--- config.mk ---
export PLATFORM = sky130hd
export DESIGN_NAME = sorted_priority_queue_core
export DESIGN_NICKNAME = d
export VERILOG_FILES = /design/src/rtl/spq_pkg.sv /design/src/rtl/sorted_priority_queue_core.sv /design/src/rtl/spq_cell.sv
export SDC_FILE = /design/constraint.sdc
export NUM_CORES = 2
export LEC_CHECK = 0
export BUFFER_PORTS_ARGS = -buffer_cell sky130_fd_sc_hd__buf_4
export CAP_MARGIN = 15
export CELL_PAD_IN_SITES_DETAIL_PLACEMENT = 1
export CELL_PAD_IN_SITES_GLOBAL_PLACEMENT = 1
export CORE_MARGIN = 5
export CORE_UTILIZATION = 50
export CTS_CLUSTER_DIAMETER = 50
export DETAILED_ROUTE_END_ITERATION = 12
export GPL_TIMING_DRIVEN = 1
export PLACE_DENSITY_LB_ADDON = 0.1
export SLEW_MARGIN = 30
export SYNTH_ARGS = -nofsm -noshare
export SYNTH_HDL_FRONTEND = slang
export SYNTH_SLANG_ARGS = --single-unit
--- constraint.sdc ---
create_clock -name i_clk -period 7.7 [get_ports i_clk]
set_clock_uncertainty 0.15 [all_clocks]
set_input_delay 0.385 -clock i_clk [delete_from_list [all_inputs] [get_ports i_clk]]
set_output_delay 0.385 -clock i_clk [all_outputs]
set_load 0.005 [all_outputs]
--- src/rtl/spq_pkg.sv ---
// ----------------------------------------------------------------------------
// spq_pkg
// Shared types, constants and helpers for the sorted priority queue: queue
// sizing, command and status codes, transaction structs and value conversion.
// ----------------------------------------------------------------------------
package spq_pkg;

    // queue sizing
    localparam int CAPACITY    = 16;
    localparam int VALUE_WIDTH = 32;
    localparam int DATA_W      = 32;
    localparam int CMD_W       = 3;
    localparam int CNT_W       = $clog2(CAPACITY + 1);
    localparam int IDX_W       = $clog2(CAPACITY);

    typedef logic signed [VALUE_WIDTH-1:0] t_value;

    // command codes
    typedef enum logic [CMD_W-1:0] {
        CMD_INSERT    = 3'd0,
        CMD_REMOVE    = 3'd1,
        CMD_PEEK_HEAD = 3'd2,
        CMD_PEEK_TAIL = 3'd3,
        CMD_CLEAR     = 3'd4
    } t_cmd_code;

    // status codes
    typedef enum logic [1:0] {
        ST_OK    = 2'd0,
        ST_EMPTY = 2'd1,
        ST_FULL  = 2'd2
    } t_status;

    // input transaction
    typedef struct packed {
        logic [CMD_W-1:0]         cmd;
        logic signed [DATA_W-1:0] value;
    } t_cmd_in;

    // result transaction
    typedef struct packed {
        logic signed [DATA_W-1:0] data;
        logic                     data_valid;
        logic [1:0]               status;
        logic [CNT_W-1:0]         occupancy;
    } t_result;

    // broadcast control to every cell of the chain
    typedef struct packed {
        logic   insert;
        logic   remove;
        t_value value;
    } t_cell_ctrl;

    // input word to stored width (sign-extend or truncate)
    function automatic t_value to_value(logic signed [DATA_W-1:0] x);
        return VALUE_WIDTH'(x);
    endfunction

    // stored value to output word (sign-extend or truncate)
    function automatic logic signed [DATA_W-1:0] to_data(t_value v);
        return DATA_W'(v);
    endfunction

endpackage

--- src/rtl/sorted_priority_queue_core.sv ---
// ----------------------------------------------------------------------------
// sorted_priority_queue_core
// Bounded priority queue of signed values held in descending order in a
// chain of compare-and-shift cells.
// ----------------------------------------------------------------------------
// One command is taken every clock cycle (busy never rises) and its result
// appears on o_result, flagged by o_strobe, for the single cycle right after
// the command was taken. The rate is set by the cell chain: every cell
// compares its entry with the incoming value at once and shifts in one step,
// so an insert or remove is done before the next command. The receiver cannot
// stall the block; results must be captured in the cycle they are strobed.
// ----------------------------------------------------------------------------
module sorted_priority_queue_core
    import spq_pkg::*;
(
    input  logic    i_clk,
    input  logic    i_rst_n,
    input  logic    start,
    input  t_cmd_in i_command,
    output logic    busy,
    output logic    o_strobe,
    output t_result o_result
);

    logic [CNT_W-1:0] r_count;
    logic [CNT_W-1:0] n_count;
    logic             r_strobe;
    t_result          r_result;
    t_result          n_result;

    logic             w_accept;
    logic             w_empty;
    logic             w_full;
    logic [IDX_W-1:0] w_tail_idx;
    t_value           w_in_value;
    t_cell_ctrl       w_ctrl;

    t_value           w_val [CAPACITY];
    logic             w_ge  [CAPACITY];

    assign busy       = 1'b0;
    assign w_accept   = start && !busy;
    assign w_empty    = (r_count == '0);
    assign w_full     = (r_count == CNT_W'(CAPACITY));
    assign w_in_value = to_value(i_command.value);
    assign w_tail_idx = IDX_W'(r_count - CNT_W'(1));

    // command decode and result
    always_comb begin
        n_count             = r_count;
        w_ctrl.insert       = 1'b0;
        w_ctrl.remove       = 1'b0;
        w_ctrl.value        = w_in_value;
        n_result.data       = '0;
        n_result.data_valid = 1'b0;
        n_result.status     = ST_OK;
        unique case (i_command.cmd)
            CMD_INSERT: begin
                if (w_full) begin
                    n_result.status = ST_FULL;
                end else begin
                    w_ctrl.insert = w_accept;
                    n_count       = r_count + CNT_W'(1);
                end
            end
            CMD_REMOVE: begin
                if (w_empty) begin
                    n_result.status = ST_EMPTY;
                end else begin
                    w_ctrl.remove       = w_accept;
                    n_count             = r_count - CNT_W'(1);
                    n_result.data       = to_data(w_val[0]);
                    n_result.data_valid = 1'b1;
                end
            end
            CMD_PEEK_HEAD: begin
                if (w_empty) begin
                    n_result.status = ST_EMPTY;
                end else begin
                    n_result.data       = to_data(w_val[0]);
                    n_result.data_valid = 1'b1;
                end
            end
            CMD_PEEK_TAIL: begin
                if (w_empty) begin
                    n_result.status = ST_EMPTY;
                end else begin
                    n_result.data       = to_data(w_val[w_tail_idx]);
                    n_result.data_valid = 1'b1;
                end
            end
            CMD_CLEAR: begin
                n_count = '0;
            end
            default: begin
            end
        endcase
        n_result.occupancy = n_count;
    end

    // chain of cells, head at index 0
    for (genvar i = 0; i < CAPACITY; i++) begin : g_cell
        logic   w_occ;
        logic   w_prev_ge;
        t_value w_prev_val;
        t_value w_next_val;

        assign w_occ = (r_count > CNT_W'(i));

        if (i == 0) begin : g_head
            assign w_prev_ge  = 1'b1;
            assign w_prev_val = w_in_value;
        end else begin : g_body
            assign w_prev_ge  = w_ge[i-1];
            assign w_prev_val = w_val[i-1];
        end

        if (i == CAPACITY - 1) begin : g_tail
            assign w_next_val = w_val[i];
        end else begin : g_mid
            assign w_next_val = w_val[i+1];
        end

        spq_cell u_cell (
            .i_clk        (i_clk),
            .i_ctrl       (w_ctrl),
            .i_occupied   (w_occ),
            .i_prev_ge    (w_prev_ge),
            .i_prev_value (w_prev_val),
            .i_next_value (w_next_val),
            .o_value      (w_val[i]),
            .o_ge         (w_ge[i])
        );
    end

    // occupancy and strobe
    always_ff @(posedge i_clk) begin
        if (!i_rst_n) begin
            r_count  <= '0;
            r_strobe <= 1'b0;
        end else begin
            r_strobe <= w_accept;
            if (w_accept) begin
                r_count <= n_count;
            end
        end
    end

    // result register
    always_ff @(posedge i_clk) begin
        if (w_accept) begin
            r_result <= n_result;
        end
    end

    assign o_strobe = r_strobe;
    assign o_result = r_result;

endmodule

--- src/rtl/spq_cell.sv ---
// ----------------------------------------------------------------------------
// spq_cell
// One slot of the sorted chain. Compares its entry with the broadcast value
// and, on insert or remove, keeps its entry, takes the new value or takes one from a neighbour.
// ----------------------------------------------------------------------------
module spq_cell
    import spq_pkg::*;
(
    input  logic       i_clk,
    input  t_cell_ctrl i_ctrl,
    input  logic       i_occupied,
    input  logic       i_prev_ge,
    input  t_value     i_prev_value,
    input  t_value     i_next_value,
    output t_value     o_value,
    output logic       o_ge
);

    t_value r_value;
    t_value n_value;

    // occupied entry that stays ahead of the new value
    assign o_ge    = i_occupied && (r_value >= i_ctrl.value);
    assign o_value = r_value;

    // shift towards the tail on insert, towards the head on remove
    always_comb begin
        n_value = r_value;
        if (i_ctrl.insert) begin
            if (!o_ge) begin
                n_value = i_prev_ge ? i_ctrl.value : i_prev_value;
            end
        end else if (i_ctrl.remove) begin
            n_value = i_next_value;
        end
    end

    always_ff @(posedge i_clk) begin
        r_value <= n_value;
    end

endmodule
==> flow_metrics.env <==
export IMPL_max_stage_delay_ps=750
export IMPL_fin_ws_ps=2400
export IMPL_dr_pass1_iters=6
export IMPL_dp_cells=4998
export IMPL_final_common_cell="nand2_1"
export IMPL_seq_area_sq_um=16700
export IMPL_wire_per_inst_microns=34.4
export IMPL_dp_hpwl_microns=125000
export IMPL_grt_usage_pct=38.2
export IMPL_cts_sink_count=558
export IMPL_hold_class="in -> reg"
export IMPL_tns_ps=0
export IMPL_vias_per_cell=7.17
export IMPL_first_global_vias=36700
export IMPL_worstPathRequired_ps=7910
export IMPL_cts_resized=0
export IMPL_power_per_cell_area_nw_per_um2=194
export IMPL_die_w_microns=302
export IMPL_cp_end_kind="flop"
export IMPL_grt_busiest_layer="met2"
export IMPL_dieArea_sq_um=91200
export IMPL_nFillCells=9030
export IMPL_status="complete, no violations"
export IMPL_insertion_delay_ps=660
export IMPL_dp_slack_ps=2430
export IMPL_cts_buffers=89
export IMPL_maxCapViolCount=0
export IMPL_yosysUniqueCellTypes=74
export IMPL_p_leak_nw=18.3
export IMPL_crit_type="in -> reg"
export IMPL_period_needed_ps=5300
export IMPL_cp_arrival_ps=5510
export IMPL_path_cells="dlygate4sd3_1 -> buf_4 -> inv_1 -> ha_1 -> nand4_1 -> nor3_1 -> a221oi_1 -> nor3b_1 -> o22ai_1 -> nor2_4 -> buf_4 -> mux2i_1 -> o21ai_1"
export IMPL_synth_seq_area_share_pct=39.2
export IMPL_vias=37100
export IMPL_gp_congestion=1.01
export IMPL_grt_pass1_wl_microns=257000
export IMPL_htree_levels=3
export IMPL_drive_gt1_share_pct=13.7
export IMPL_synth_edff_count=552
export IMPL_synth_area_sq_um=42600
export IMPL_postRouteWirelength_microns=178000
export IMPL_grt_overflow_total=0
export IMPL_ir_drop_v=0.000146
export IMPL_finalSetupViolCount=0
export IMPL_ys_warn_count=0
export IMPL_critical_path_buf_inv_count=4
export IMPL_power_mw=9.20
export IMPL_clockBufferDepth=3
export IMPL_grt_max_degree=108
export IMPL_clk_pin_slew_ps=60
export IMPL_grtUsageMet3_pct=12.0
export IMPL_antenna_found_initial=14
export IMPL_avgSynthCellArea_sq_um=10.7
export IMPL_num_rows=107
export IMPL_drtIter0Drc=4791
export IMPL_cpMostUsedCell="buf_4"
export IMPL_area_delta_synth_final_pct=11.3
export IMPL_cp_top_family="buffers and inverters"
export IMPL_drc=0
export IMPL_numPortBuffers=78
export IMPL_worst_path_max_fanout=56
export IMPL_die_height_microns=302
export IMPL_hold_violations=0
export IMPL_use_met1_pct=52.5
export IMPL_synth_fp_nets=4535
export IMPL_slowest_stage="a221oi_1"
export IMPL_synthArstFlopShare_pct=0
export IMPL_nets=4513
export IMPL_io_pins=80
export IMPL_postRouteAntennaNets=0
export IMPL_period_share_pct=68.9
export IMPL_grt_use_met2_pct=57.5
export IMPL_multi_input_area_sq_um=24800
export IMPL_syn_inst=3980
export IMPL_ys_flop_type="edfxtp_1"
export IMPL_maxSlewViolCount=0
export IMPL_root_buffer="clkbuf_16"
export IMPL_slew_headroom_pct=32.3
export IMPL_worstMarginPinSlew_ps=1010
export IMPL_rsz0062_at_grt="no"
export IMPL_max_freq_mhz=189
export IMPL_cp_start_kind="input port"
export IMPL_final_cell_mix="617 x nand2_1, 552 x edfxtp_1, 516 x ha_1"
export IMPL_ys_seq_elements=558
export IMPL_start_util_pct=50.2
export IMPL_final_cells=5178
export IMPL_core_area_sq_um=84900
export IMPL_tritoncts="built"
-- cell usage after synthesis, drive strengths merged (24+ instances only) --
| library cell | n | area, sq um |
|---|---|---|
| nor2b | 25 | 156 |
| nand2 | 626 | 2350 |
| clkbuf | 164 | 616 |
| a22o | 32 | 280 |
| nor3 | 24 | 131 |
| nor2 | 55 | 209 |
| ha | 517 | 6470 |
| buf | 99 | 606 |
| inv | 64 | 240 |
| mux4 | 160 | 3600 |
| nand3 | 247 | 1260 |
| mux2i | 259 | 2590 |
| o21ai | 327 | 1640 |
| a21oi | 217 | 1090 |
| o211ai | 203 | 1640 |
| nand4 | 116 | 726 |
| mux2 | 34 | 383 |
| edfxtp | 552 | 16600 |
| a21o | 50 | 375 |
-- tightest hold or removal path, stage by stage --
cell and delay (ps):
buf_4 150, nor2_1 90, nor2_1 90
-- cell type report --
type                    instances  area share, %
clock buffers                 100           4.98
well taps                    1144           3.02
flip-flops and latches        558           35.2
repair buffers                150           2.58
multi-input cells            3095           52.2
diodes                          4         0.0211
clock inverters                63           1.53
inverters                      64          0.506
-- metal layers --
| layer | part of all wire (%) | wire, microns |
|---|---|---|
| met1 | 40 | 70700 |
| met2 | 43 | 77300 |
| met3 | 13 | 22800 |
| met4 | 4.1 | 7340 |
| met5 | 0.052 | 93 |
-- flip-flops by register name, summed over array words and instances (netlist names) --
signal / count
g_cell.u_cell.o_value: 512
o_result: 40
r_count: 5
o_strobe: 1
-- through the flow --
| step | utilization (%) | area (sq um) | hold WS (ps) |
|---|---|---|---|
| floorplan | - | 42600 | 347 |
| global placement | 52.0 | 44200 | 439 |
| detailed placement | 52.1 | 44200 | 458 |
| CTS | 55.9 | 47400 | 1.74 |
| global route | 55.9 | 47500 | 29.2 |
| finish | 55.9 | 47500 | 32.6 |
-- kinds of logic after synthesis --
| family | after synthesis | share of synthesized area, % |
|---|---|---|
| XOR/XNOR | 3 | 0.0616 |
| other | 1 | 0.00879 |
| AO/OA/AOI/OAI | 956 | 14.3 |
| multiplexers | 453 | 15.4 |
| buffers and inverters | 327 | 3.43 |
| adder cells (fa/ha/maj) | 517 | 15.2 |
| AND/OR/NAND/NOR | 1165 | 12.5 |
| flip-flops | 558 | 39.2 |
-- worst paths after layout --
kind / from / end / slack [ps] / cells past startpoint
hold reg to reg: g_cell[9].u_cell.o_value[3]$_DFFE_PP_ / g_cell[8].u_cell.o_value[3]$_DFFE_PP_ / 490 / 2
hold / removal: i_command[32] / o_result[7]$_DFFE_PP_ / 30 / 3
setup reg to reg: g_cell[4].u_cell.o_value[31]$_DFFE_PP_ / g_cell[5].u_cell.o_value[31]$_DFFE_PP_ / 2740 / 10
setup / recovery: i_command[29] / g_cell[5].u_cell.o_value[31]$_DFFE_PP_ / 2400 / 13
-- timing repair --
action                                  in CTS  in global routing
endpoints found under the setup margin       0                  0
hold buffers                                12                  0
hold endpoints to repair                    19                  0
setup buffers                                0                  0
-- report_power, final --
group	internal (mW)	total, mW	switching (mW)
combinational	0.488	1.37	0.882
clock	2.63	4.27	1.64
sequential	3.44	3.55	0.114
Power figures use the tool's default switching activity.
